<file path="config.mk">
export PLATFORM = sky130hd
export DESIGN_NAME = nth_pattern_occurrence_search
export DESIGN_NICKNAME = d
export VERILOG_FILES = /design/src/rtl/nps_pkg.sv /design/src/rtl/nth_pattern_occurrence_search.sv /design/src/rtl/nps_csr.sv /design/src/rtl/nps_fifo.sv /design/src/rtl/nps_front.sv /design/src/rtl/nps_back.sv
export SDC_FILE = /design/constraint.sdc
export NUM_CORES = 1
export LEC_CHECK = 0
export ABC_AREA = 1
export CORE_MARGIN = 4
export CORE_UTILIZATION = 50
export CTS_BUF_LIST = sky130_fd_sc_hd__clkbuf_2 sky130_fd_sc_hd__clkbuf_4 sky130_fd_sc_hd__clkbuf_8
export DETAILED_ROUTE_END_ITERATION = 8
export DONT_BUFFER_PORTS = 1
export SYNTH_ARGS = -nofsm -noshare
export SYNTH_HDL_FRONTEND = slang
export SYNTH_HIERARCHICAL = 1
export SYNTH_SLANG_ARGS = --single-unit
</file>
<file path="constraint.sdc">
create_clock -name clock -period 13.9 [get_ports clock]
set_input_delay 1.39 -clock clock [delete_from_list [all_inputs] [get_ports clock]]
set_output_delay 1.39 -clock clock [all_outputs]
set_load 0.05 [all_outputs]
</file>
<file path="src/rtl/nps_pkg.sv">
package nps_pkg;

   localparam int PATTERN_MAX_DEFAULT = 8;
   localparam int QUEUE_DEPTH         = 2;
   localparam int INDEX_WIDTH         = 32;
   localparam int CSR_INDEX_WIDTH     = 8;
   localparam int CSR_DATA_WIDTH      = 64;
   localparam int LENGTH_WIDTH        = 4;
   localparam int COUNT_WIDTH         = 16;

   typedef enum logic [CSR_INDEX_WIDTH-1:0] {
      REG_PATTERN_BYTES    = 8'd0,
      REG_PATTERN_SIZE     = 8'd1,
      REG_OCCURRENCE_COUNT = 8'd2,
      REG_START_POSITION   = 8'd3
   } csr_reg_type;

   typedef struct packed {
      logic [63:0]              pattern_bytes;
      logic [LENGTH_WIDTH-1:0]  pattern_size;
      logic [COUNT_WIDTH-1:0]   occurrence_count;
      logic [INDEX_WIDTH-1:0]   start_position;
   } cfg_type;

   typedef struct packed {
      logic                    eos;
      logic [INDEX_WIDTH-1:0]  match_first;
      logic [INDEX_WIDTH-1:0]  match_end;
   } cand_type;

   typedef struct packed {
      logic                    found;
      logic [INDEX_WIDTH-1:0]  match_first;
      logic [INDEX_WIDTH-1:0]  match_end;
   } result_type;

endpackage

</file>
<file path="src/rtl/nth_pattern_occurrence_search.sv">
// Path: a result reaches the rsp ports through the front compare, the queue, the
// back count and the output register; the back holds items while a result waits.
// Throughput: one item per cycle while full is low, set by the combinational
// parallel window compare and a two-entry queue between front and back.
// Reset: synchronous, clears window, counters, queue, rsp valid; no clearing pass.
module nth_pattern_occurrence_search import nps_pkg::*; #(
   parameter int PATTERN_MAX = PATTERN_MAX_DEFAULT
) (
   input  logic                       clock,
   input  logic                       reset,
   input  logic                       push,
   output logic                       full,
   input  logic [7:0]                 req_byte_value,
   input  logic [INDEX_WIDTH-1:0]     req_byte_index,
   input  logic                       req_end_of_stream,
   output logic                       empty,
   input  logic                       pop,
   output logic                       rsp_found,
   output logic [INDEX_WIDTH-1:0]     rsp_match_first,
   output logic [INDEX_WIDTH-1:0]     rsp_match_end,
   input  logic                       csr_valid,
   output logic                       csr_ready,
   input  logic [CSR_INDEX_WIDTH-1:0] csr_index,
   input  logic [CSR_DATA_WIDTH-1:0]  csr_data
);

   cfg_type    cfg;
   logic       restart;
   logic       accept;
   logic       cand_push;
   cand_type   cand, head;
   logic       q_full, q_empty, head_pop;
   result_type result;

   assign full   = q_full;
   assign accept = push && !q_full;

   nps_csr u_csr (
      .clock     (clock),
      .reset     (reset),
      .csr_valid (csr_valid),
      .csr_ready (csr_ready),
      .csr_index (csr_index),
      .csr_data  (csr_data),
      .cfg       (cfg),
      .restart   (restart)
   );

   nps_front #(.PATTERN_MAX(PATTERN_MAX)) u_front (
      .clock         (clock),
      .reset         (reset),
      .restart       (restart),
      .cfg           (cfg),
      .accept        (accept),
      .byte_value    (req_byte_value),
      .byte_index    (req_byte_index),
      .end_of_stream (req_end_of_stream),
      .cand_push     (cand_push),
      .cand          (cand)
   );

   nps_fifo #(.WIDTH($bits(cand_type)), .DEPTH(QUEUE_DEPTH)) u_queue (
      .clock     (clock),
      .reset     (reset),
      .clear     (restart),
      .push      (cand_push),
      .push_data (cand),
      .full      (q_full),
      .pop       (head_pop),
      .pop_data  (head),
      .empty     (q_empty)
   );

   nps_back u_back (
      .clock      (clock),
      .reset      (reset),
      .restart    (restart),
      .cfg        (cfg),
      .head_valid (!q_empty),
      .head       (head),
      .head_pop   (head_pop),
      .rsp_pop    (pop),
      .rsp_empty  (empty),
      .result     (result)
   );

   assign rsp_found       = result.found;
   assign rsp_match_first = result.match_first;
   assign rsp_match_end   = result.match_end;

endmodule

</file>
<file path="src/rtl/nps_csr.sv">
module nps_csr import nps_pkg::*; (
   input  logic                       clock,
   input  logic                       reset,
   input  logic                       csr_valid,
   output logic                       csr_ready,
   input  logic [CSR_INDEX_WIDTH-1:0] csr_index,
   input  logic [CSR_DATA_WIDTH-1:0]  csr_data,
   output cfg_type                    cfg,
   output logic                       restart
);

   cfg_type cfg_ff, cfg_in;
   logic    restart_in;

   assign csr_ready = 1'b1;
   assign cfg       = cfg_ff;

   always_comb begin
      cfg_in     = cfg_ff;
      restart_in = 1'b0;
      if (csr_valid) begin
         restart_in = 1'b1;
         case (csr_index)
            REG_PATTERN_BYTES:    cfg_in.pattern_bytes    = csr_data;
            REG_PATTERN_SIZE:     cfg_in.pattern_size     = csr_data[LENGTH_WIDTH-1:0];
            REG_OCCURRENCE_COUNT: cfg_in.occurrence_count = csr_data[COUNT_WIDTH-1:0];
            REG_START_POSITION:   cfg_in.start_position   = csr_data[INDEX_WIDTH-1:0];
            default:              restart_in = 1'b0;
         endcase
      end
   end

   assign restart = restart_in;

   always_ff @(posedge clock) begin
      if (reset) begin
         cfg_ff.pattern_bytes    <= '0;
         cfg_ff.pattern_size     <= LENGTH_WIDTH'(1);
         cfg_ff.occurrence_count <= COUNT_WIDTH'(1);
         cfg_ff.start_position   <= '0;
      end else begin
         cfg_ff <= cfg_in;
      end
   end

endmodule

</file>
<file path="src/rtl/nps_fifo.sv">
module nps_fifo import nps_pkg::*; #(
   parameter int WIDTH = 1,
   parameter int DEPTH = QUEUE_DEPTH
) (
   input  logic             clock,
   input  logic             reset,
   input  logic             clear,
   input  logic             push,
   input  logic [WIDTH-1:0] push_data,
   output logic             full,
   input  logic             pop,
   output logic [WIDTH-1:0] pop_data,
   output logic             empty
);

   localparam int PTR_W = (DEPTH > 1) ? $clog2(DEPTH) : 1;
   localparam int CNT_W = $clog2(DEPTH + 1);

   logic [WIDTH-1:0] mem_ff [DEPTH];
   logic [PTR_W-1:0] wr_ptr_ff, wr_ptr_in, rd_ptr_ff, rd_ptr_in;
   logic [CNT_W-1:0] count_ff, count_in;
   logic             do_push, do_pop;

   assign full     = (count_ff == CNT_W'(DEPTH));
   assign empty    = (count_ff == '0);
   assign pop_data = mem_ff[rd_ptr_ff];
   assign do_push  = push && !full;
   assign do_pop   = pop && !empty;

   always_comb begin
      wr_ptr_in = wr_ptr_ff;
      rd_ptr_in = rd_ptr_ff;
      count_in  = count_ff;
      if (do_push) begin
         wr_ptr_in = (wr_ptr_ff == PTR_W'(DEPTH - 1)) ? '0 : wr_ptr_ff + PTR_W'(1);
      end
      if (do_pop) begin
         rd_ptr_in = (rd_ptr_ff == PTR_W'(DEPTH - 1)) ? '0 : rd_ptr_ff + PTR_W'(1);
      end
      if (do_push && !do_pop) begin
         count_in = count_ff + CNT_W'(1);
      end else if (do_pop && !do_push) begin
         count_in = count_ff - CNT_W'(1);
      end
   end

   always_ff @(posedge clock) begin
      if (reset || clear) begin
         wr_ptr_ff <= '0;
         rd_ptr_ff <= '0;
         count_ff  <= '0;
      end else begin
         wr_ptr_ff <= wr_ptr_in;
         rd_ptr_ff <= rd_ptr_in;
         count_ff  <= count_in;
      end
   end

   always_ff @(posedge clock) begin
      if (do_push) begin
         mem_ff[wr_ptr_ff] <= push_data;
      end
   end

endmodule

</file>
<file path="src/rtl/nps_front.sv">
module nps_front import nps_pkg::*; #(
   parameter int PATTERN_MAX = PATTERN_MAX_DEFAULT
) (
   input  logic                   clock,
   input  logic                   reset,
   input  logic                   restart,
   input  cfg_type                cfg,
   input  logic                   accept,
   input  logic [7:0]             byte_value,
   input  logic [INDEX_WIDTH-1:0] byte_index,
   input  logic                   end_of_stream,
   output logic                   cand_push,
   output cand_type               cand
);

   localparam int WIN_W  = 8 * PATTERN_MAX;
   localparam int FILL_W = $clog2(PATTERN_MAX + 1);

   logic [WIN_W-1:0]        window_ff, window_in, base_window, shifted_window;
   logic [FILL_W-1:0]       fill_ff, fill_in, base_fill, shifted_fill;
   logic [INDEX_WIDTH-1:0]  expected_ff, expected_in;
   logic [LENGTH_WIDTH-1:0] used_len;
   logic [PATTERN_MAX:1]    len_match;
   logic                    gap, in_range, pattern_hit, fill_ok;
   logic [INDEX_WIDTH-1:0]  first_idx;

   always_comb begin
      if (cfg.pattern_size == '0) begin
         used_len = LENGTH_WIDTH'(1);
      end else if (cfg.pattern_size > LENGTH_WIDTH'(PATTERN_MAX)) begin
         used_len = LENGTH_WIDTH'(PATTERN_MAX);
      end else begin
         used_len = cfg.pattern_size;
      end
   end

   assign gap            = (byte_index != expected_ff);
   assign base_window    = gap ? '0 : window_ff;
   assign base_fill      = gap ? '0 : fill_ff;
   assign in_range       = (byte_index >= cfg.start_position);
   assign shifted_window = (base_window << 8) | WIN_W'(byte_value);
   assign shifted_fill   = (base_fill < FILL_W'(PATTERN_MAX)) ? base_fill + FILL_W'(1)
                                                              : base_fill;

   always_comb begin
      for (int l = 1; l <= PATTERN_MAX; l++) begin
         len_match[l] = 1'b1;
         for (int i = 0; i < l; i++) begin
            if (shifted_window[8*(l-1-i) +: 8] != cfg.pattern_bytes[8*i +: 8]) begin
               len_match[l] = 1'b0;
            end
         end
      end
      pattern_hit = 1'b0;
      for (int l = 1; l <= PATTERN_MAX; l++) begin
         if (used_len == LENGTH_WIDTH'(l)) begin
            pattern_hit = len_match[l];
         end
      end
   end

   assign fill_ok   = (LENGTH_WIDTH'(shifted_fill) >= used_len);
   assign first_idx = byte_index - INDEX_WIDTH'(used_len - LENGTH_WIDTH'(1));

   always_comb begin
      window_in   = window_ff;
      fill_in     = fill_ff;
      expected_in = expected_ff;
      if (accept && !end_of_stream) begin
         expected_in = byte_index + INDEX_WIDTH'(1);
         if (in_range) begin
            window_in = shifted_window;
            fill_in   = shifted_fill;
         end else begin
            window_in = base_window;
            fill_in   = base_fill;
         end
      end
   end

   assign cand_push = accept && (end_of_stream ||
                      (in_range && fill_ok && pattern_hit &&
                       first_idx >= cfg.start_position));
   assign cand.eos         = end_of_stream;
   assign cand.match_first = first_idx;
   assign cand.match_end   = byte_index + INDEX_WIDTH'(1);

   always_ff @(posedge clock) begin
      if (reset || restart) begin
         window_ff   <= '0;
         fill_ff     <= '0;
         expected_ff <= '0;
      end else begin
         window_ff   <= window_in;
         fill_ff     <= fill_in;
         expected_ff <= expected_in;
      end
   end

endmodule

</file>
<file path="src/rtl/nps_back.sv">
module nps_back import nps_pkg::*; (
   input  logic       clock,
   input  logic       reset,
   input  logic       restart,
   input  cfg_type    cfg,
   input  logic       head_valid,
   input  cand_type   head,
   output logic       head_pop,
   input  logic       rsp_pop,
   output logic       rsp_empty,
   output result_type result
);

   logic                   out_valid_ff, out_valid_in;
   result_type             out_ff, out_in;
   logic                   done_ff, done_in;
   logic [COUNT_WIDTH-1:0] matches_ff, matches_in, target;
   logic [INDEX_WIDTH-1:0] earliest_ff, earliest_in;
   logic [COUNT_WIDTH:0]   next_count;
   logic                   take, emit;

   assign target     = (cfg.occurrence_count == '0) ? COUNT_WIDTH'(1) : cfg.occurrence_count;
   assign next_count = {1'b0, matches_ff} + (COUNT_WIDTH + 1)'(1);
   assign take       = head_valid && (!out_valid_ff || rsp_pop);
   assign head_pop   = take;

   always_comb begin
      out_in      = out_ff;
      done_in     = done_ff;
      matches_in  = matches_ff;
      earliest_in = earliest_ff;
      emit        = 1'b0;
      if (take && !done_ff) begin
         if (head.eos) begin
            emit    = 1'b1;
            done_in = 1'b1;
            out_in  = '0;
         end else if (head.match_first >= earliest_ff) begin
            if (next_count >= {1'b0, target}) begin
               emit               = 1'b1;
               done_in            = 1'b1;
               out_in.found       = 1'b1;
               out_in.match_first = head.match_first;
               out_in.match_end   = head.match_end;
            end else begin
               matches_in  = next_count[COUNT_WIDTH-1:0];
               earliest_in = head.match_end;
            end
         end
      end
      if (emit) begin
         out_valid_in = 1'b1;
      end else if (rsp_pop) begin
         out_valid_in = 1'b0;
      end else begin
         out_valid_in = out_valid_ff;
      end
   end

   assign rsp_empty = !out_valid_ff;
   assign result    = out_ff;

   always_ff @(posedge clock) begin
      if (reset || restart) begin
         out_valid_ff <= 1'b0;
         done_ff      <= 1'b0;
         matches_ff   <= '0;
         earliest_ff  <= '0;
      end else begin
         out_valid_ff <= out_valid_in;
         done_ff      <= done_in;
         matches_ff   <= matches_in;
         earliest_ff  <= earliest_in;
      end
   end

   always_ff @(posedge clock) begin
      out_ff <= out_in;
   end

endmodule

</file>
; After elaboration in Yosys (flattened, before gate mapping)
; Memories as Yosys holds them, arrays and structs flattened. A register that Yosys moved wholly into a read port is not among the register bits.
; Index checks and enable logic that the tools add are counted.
[word_totals]
out_inout_bits = 68
ff_bits = 327
ramBits = 130
latchBits = 0
romBits = 0
n_memories = 1
elab_cells = 196
[memory_table]
columns = memory, depth, width, rd, rd_clocked_by_memory_dff, wr, line_no
row1 = u_queue.mem_ff, 2, 65, 1, 1, 1, nps_fifo.sv:19  ; logic [WIDTH-1:0] mem_ff [DEPTH];
[op_classes]
reduce_logical = 37
n_lt_le_gt_ge = 7
add_sub_neg = 9
n_bitwise = 3
shifts = 0
n_eq_ne = 49
n_mul = 0
muxes = 73
div_mod_pow = 0
[ops]
columns = operator, n
row1 = 8-bit != test, 36
row2 = 65-bit 2-to-1 mux, 2
row3 = 56-bit 2-to-1 mux, 2
row4 = 32-bit >= comparator, 3
row5 = 64-bit by 8-bit bitwise OR with 64-bit output, 1
row6 = 1-bit 2-to-1 mux, 61
row7 = "32-bit by 1-bit adder with 32-bit output, second input constant", 1
row8 = 32-bit != test, 1
row9 = 32-bit subtractor, 1
row10 = 4-bit 2-to-1 mux, 5
row11 = "16-bit by 1-bit adder with 17-bit output, second input constant", 1
row12 = 17-bit by 16-bit >= comparator with 1-bit output, 1
row13 = "4-bit by 3-bit equality test with 1-bit output, second input constant", 4
row14 = "8-bit by 2-bit equality test with 1-bit output, second input constant", 2
row15 = 16-bit logical NOT, 1
row16 = 16-bit 2-to-1 mux, 1
row17 = 1-bit logical AND, 12
row18 = "4-bit by 2-bit equality test with 1-bit output, second input constant", 2
row19 = "8-bit by 1-bit equality test with 1-bit output, second input constant", 1
row20 = 8-bit logical NOT, 1
row21 = 2-bit AND reduction, 4
row22 = 2-bit nonzero test, 4
row23 = 1-bit logical NOT, 7
row24 = "4-bit by 1-bit subtractor with 5-bit output, second input constant", 1
row25 = 18 further kinds, 23

; Longest topological paths before layout
[depth]
ltp_word = 22
ltp_mapped = 42
ltp_nobuf = 42

; Modules after synthesis
; Netlist, hierarchy kept.
[by_module_without_submodules]
columns = mod, n_inst, cells_per_inst, area_each_um2, seq_area_each_um2
row1 = nps_front, 1, 2133, 12916.1, 1841.8
row2 = nps_back, 1, 772, 6268.5, 2952.8
row3 = nps_fifo, 1, 240, 5153.7, 4003.8
row4 = nps_csr, 1, 721, 4988.5, 2322.2
row5 = nth_pattern_occurrence_search, 1, 3, 13.8, 0.0

; Worst setup path before layout
; OpenSTA, ideal clock, no wires.
[synth_path]
path_type = input to register
from = input port req_byte_index[0]
to = memory u_queue/mem_ff[0][0] (netlist name), enable pin
t_arrival_ns = 7.862
cell_stages = 30
slack_ns = 5.550
setup_ns = 0.488
path_cell_list = inv_1 > ha_1 > fa_1 > nand3b_1 > nand2_1 > a21oi_1 > o21ai_1 > a21oi_1 > o21ai_1 > a21oi_1 > o21ai_1 > a21oi_1 > o21ai_1 > nand2_1 > nand2_1 > nand2_1 > nand3_1 > nand2_1 > ha_1 > nand2_1 > o21a_1 > o211ai_1 > a41oi_1 > nor2_1 > nand2_1 > a21oi_1 > inv_1 > a21oi_2 > inv_1 > nor2_1
[synth_lines]
columns = element, line_no
row1 = start: declaration, nth_pattern_occurrence_search.sv:14  ; input logic [INDEX_WIDTH-1:0] req_byte_index,
row2 = end: declaration, nps_fifo.sv:19

==> results.md <==
- Final worst-path setup slack: roughly 6300 ps
- Antenna violations before repair: 1
- Weighted congestion at the end of routability-driven global placement: around 1.1
- Number of antenna-violating nets in the routed design: 0
- Layout cells sized above 1: under 10%
- Post-synthesis xor/xnor area fraction: 4.75%
- Width of the chip: 250 um
- Most Frequent Cell on Critical Path: sky130_fd_sc_hd__inv_1
- Cell at the slowest stage of the critical path: sky130_fd_sc_hd__buf_4
- Async SR Flop Fraction: 0%
- GRT Residual Overflow: 0
- Cts bufs inserted: 81
- Share of synthesized area occupied by flip-flops and latches: 37.9%
- Cell type group with the largest total delay on the critical path: compound AO/OA/AOI/OAI gates
- Effective utilization at floorplan: 50.7%
- WP data arrival: between 7000 and 8000 ps
- Final clock period utilization by the worst path: between 50% and 60%
- DRC Markers: 0
- Worst Setup Slack post-DPL: ~6300 ps
- Required arrival time at the worst endpoint: 14200 ps
- Critical path start-end classification: reg -> reg
- Clock tree skew after final layout: 43.1 ps
- CP max FO: 54
- Area occupied by multi-input gates: 0.0153 mm2
- Class of the worst hold path: reg -> reg
- Total setup buffers inserted after CTS: 0
- Number of placement rows: 88
- Drt first-iter violations: around 2.6k
- Max-cap violations: 0
- Worst Path Buf+Inv: 7
- Via/cell ratio: 5.51
- Synthesized-area fraction occupied by and/or/nand/nor cells: 25.3%
- Number of I/O port buffers: 0
- Cell area after layout: 0.0314 mm2
- Util after Layout: between 50 and 60%
- Number of primary I/O pins: about 190
- Post-Synth Adder-Cell Area: 6.72%
- Worst vdd ir: 0.145 mV
- Most common cell after layout, fill and taps aside: sky130_fd_sc_hd__nand2_1
- Post-synthesis instance area: 0.0293 mm2
- F_max: between 0.1 and 0.15 GHz
- Result of the run: finished, final reports clean
- Compound-cell area share of the yosys netlist: 11.9%
- Pin slew with the least headroom to its limit: 1250 ps
- Count of mapped cells out of synthesis: 3869
- Detailed-route wire length: just under 100000 um
- Placed wire-length estimate after detailed placement: 73800 um
- Instance area at placement: 0.0296 mm2
- Post-synth EDFFs: 195
- Power Density: 143 mW/mm2
- Post-synthesis to final-layout area growth: 6.90%
- Combinational family with the most area after synthesis: simple AND/OR/NAND/NOR gates
- Detailed-route via count: 25.6k
- # clock sinks: 458
- Final critical-path required period: 7630 ps
- Die Ht: 250 um
- Net count reported at finish: 4098
- Number of distinct library cells after synthesis: 62
- Headroom to the max-slew limit: 16.3%
- Buffer levels on the longest clock path: 3
- Cell chosen for the clock root: sky130_fd_sc_hd__clkbuf_8
- YS warnings: 6
- Standard cell core area: 0.0579 mm2
- Post-detailed-route wirelength per cell: 21.1 um
- Max-slew violations: 0
- Total track usage: 30.2%
- Most used cells in the layout excluding fill and tap cells: sky130_fd_sc_hd__nand2_1 (772), sky130_fd_sc_hd__inv_1 (515), sky130_fd_sc_hd__nor2_1 (493), sky130_fd_sc_hd__a21oi_1 (336), sky130_fd_sc_hd__dfxtp_1 (262)
- Clock edge transition at the registers on the reported setup and hold paths: 60 ps
- Final-layout fill cell count: 5823
- Total Die Area: 0.0626 mm2
- Cts repair resizes: 0
- TritonCTS clock tree: yes
- First-pass GRT wire length: 146000 um
- Type of element launching the critical path: flip-flop
- Number of hold-slack violations in the final timing report: 0
- Register bit count reported by yosys: between 400 and 500
- Synthesized area divided by synthesized cell count: around 7.6 um2
- Commonest register cell after synthesis: sky130_fd_sc_hd__dfxtp_1
- Max incr delay on CP: 650 ps
- Share of synthesized area spent on multiplexers: 3.13%
- Final count of negative-setup-slack endpoints: 0
- Static Leak: 13.6 nW
- Final sum of negative setup slack: 0 ps
- Clock latency at the later pin of the worst-skew pair: 690 ps
- Reg area: 0.0111 mm2
- RSZ-0062 raised after global routing: no
- Largest net degree at the start of global routing: 105
- First-pass detailed-route iteration total: 7
- Worst slack on hold paths: between 400 and 500 ps
- Critical Path Sink Type: flip-flop
- Hold buffer count at cts: 0
- H-Tree Level Count: 3
- Number of global-route vias before repair: roughly 24k
-- final timing paths --
| check | start | endpoint | slack [ps] | depth (start not counted) |
|---|---|---|---|---|
| worst min register to register | u_front/window_ff[39] | u_front/window_ff[39] | 460 | 2 |
| worst min-delay path | u_front/window_ff[39] | u_front/window_ff[39] | 460 | 2 |
| worst max-delay path | u_csr/cfg[51] | u_queue/mem_ff[0][58] | 6270 | 35 |
| worst max register to register | u_csr/cfg[51] | u_queue/mem_ff[0][58] | 6270 | 35 |
-- power by group --
group | total [mW] | leakage, nW | switching [mW] | internal [mW]
logic | 1.06 | 8.76 | 0.697 | 0.363
registers | 2.09 | 3.93 | 0.411 | 1.68
clock network | 1.32 | 0.909 | 0.579 | 0.743
-- stage by stage --
stage / cells / total power [mW]
finish: 4652 / 4.47
global route: 4652 / 4.73
CTS: 4651 / 4.52
detailed placement: 4505 / 3.18
global placement: 4505 / 3.17
floorplan: 3896 / 2.94
-- logic make-up after synthesis --
logic type / Yosys count
XOR/XNOR: 159
AND/OR/NAND/NOR: 1666
buffers and inverters: 730
flip-flops: 458
AO/OA/AOI/OAI: 632
other: 2
multiplexers: 65
adder cells (fa/ha/maj): 157
-- worst min-delay path, cell delays in order (launching register included) --
cell and delay (ps):
sky130_fd_sc_hd__dfxtp_1 310, sky130_fd_sc_hd__nand2_1 60, sky130_fd_sc_hd__a21oi_1 50
-- flip-flops by register name, summed over array words and instances (netlist names), named ones only --
| name | count |
|---|---|
| u_queue/count_ff | 2 |
| u_front/fill_ff | 4 |
| u_back/matches_ff | 16 |
| u_queue/mem_ff | 130 |
| u_front/window_ff | 56 |
| u_back/done_ff | 1 |
| u_queue/wr_ptr_ff | 1 |
| u_front/expected_ff | 32 |
| u_back/result | 65 |
| u_csr/cfg | 116 |
| u_back/earliest_ff | 32 |
| u_back/out_valid_ff | 1 |
| u_queue/rd_ptr_ff | 1 |
-- cells in the mapped netlist, types with 6 or more instances --
cell type / instances / area (um2)
sky130_fd_sc_hd__a221oi_1: 9 / 78.8
sky130_fd_sc_hd__a211oi_1: 7 / 52.6
sky130_fd_sc_hd__nand3b_1: 8 / 60.1
sky130_fd_sc_hd__buf_6: 23 / 259
sky130_fd_sc_hd__nand4_1: 55 / 344
sky130_fd_sc_hd__nand2_2: 8 / 50.1
sky130_fd_sc_hd__mux2_2: 15 / 169
sky130_fd_sc_hd__nor2_4: 9 / 101
sky130_fd_sc_hd__o211ai_1: 17 / 128
sky130_fd_sc_hd__mux2_4: 50 / 751
sky130_fd_sc_hd__ha_1: 156 / 1950
sky130_fd_sc_hd__nor2_1: 498 / 1870
sky130_fd_sc_hd__a21oi_1: 336 / 1680
sky130_fd_sc_hd__clkinv_1: 13 / 48.8
sky130_fd_sc_hd__nand2_1: 772 / 2900
sky130_fd_sc_hd__nand3_4: 15 / 263
sky130_fd_sc_hd__o21a_1: 9 / 67.6
sky130_fd_sc_hd__nor3_1: 24 / 120
sky130_fd_sc_hd__nor4_1: 6 / 37.5
sky130_fd_sc_hd__nand3_2: 21 / 210
sky130_fd_sc_hd__clkbuf_1: 83 / 312
sky130_fd_sc_hd__buf_4: 16 / 120
sky130_fd_sc_hd__nand3_1: 214 / 1070
sky130_fd_sc_hd__o21ai_1: 16 / 80.1
sky130_fd_sc_hd__buf_2: 33 / 165
sky130_fd_sc_hd__xnor2_1: 32 / 280
sky130_fd_sc_hd__inv_1: 517 / 1940
sky130_fd_sc_hd__dfxtp_1: 263 / 5270
sky130_fd_sc_hd__o2111ai_1: 6 / 52.6
sky130_fd_sc_hd__xor2_1: 127 / 1110
sky130_fd_sc_hd__o22ai_1: 84 / 526
sky130_fd_sc_hd__inv_2: 19 / 71.3
sky130_fd_sc_hd__edfxtp_1: 195 / 5860
sky130_fd_sc_hd__buf_1: 23 / 86.3
sky130_fd_sc_hd__o21ai_0: 126 / 631
sky130_fd_sc_hd__nor2_2: 9 / 56.3
sky130_fd_sc_hd__or2_2: 7 / 43.8
-- routing by layer --
metal | track usage [%] | wire length [um]
met5 | 0 | 0
met4 | 16.3 | 6060
met3 | 5.09 | 6250
met2 | 49.5 | 45200
met1 | 38.1 | 40800
-- cell type report --
class	instances	area share, %
Antenna cell	1	0.00798
Inverter	550	6.60
Clock inverter	30	0.906
Multi-Input combinational cell	2708	48.8
Timing Repair Buffer	24	0.574
Tap cell	765	3.05
Sequential cell	458	35.5
Clock buffer	116	4.55
Note: power is estimated with default switching activity, not from simulation.
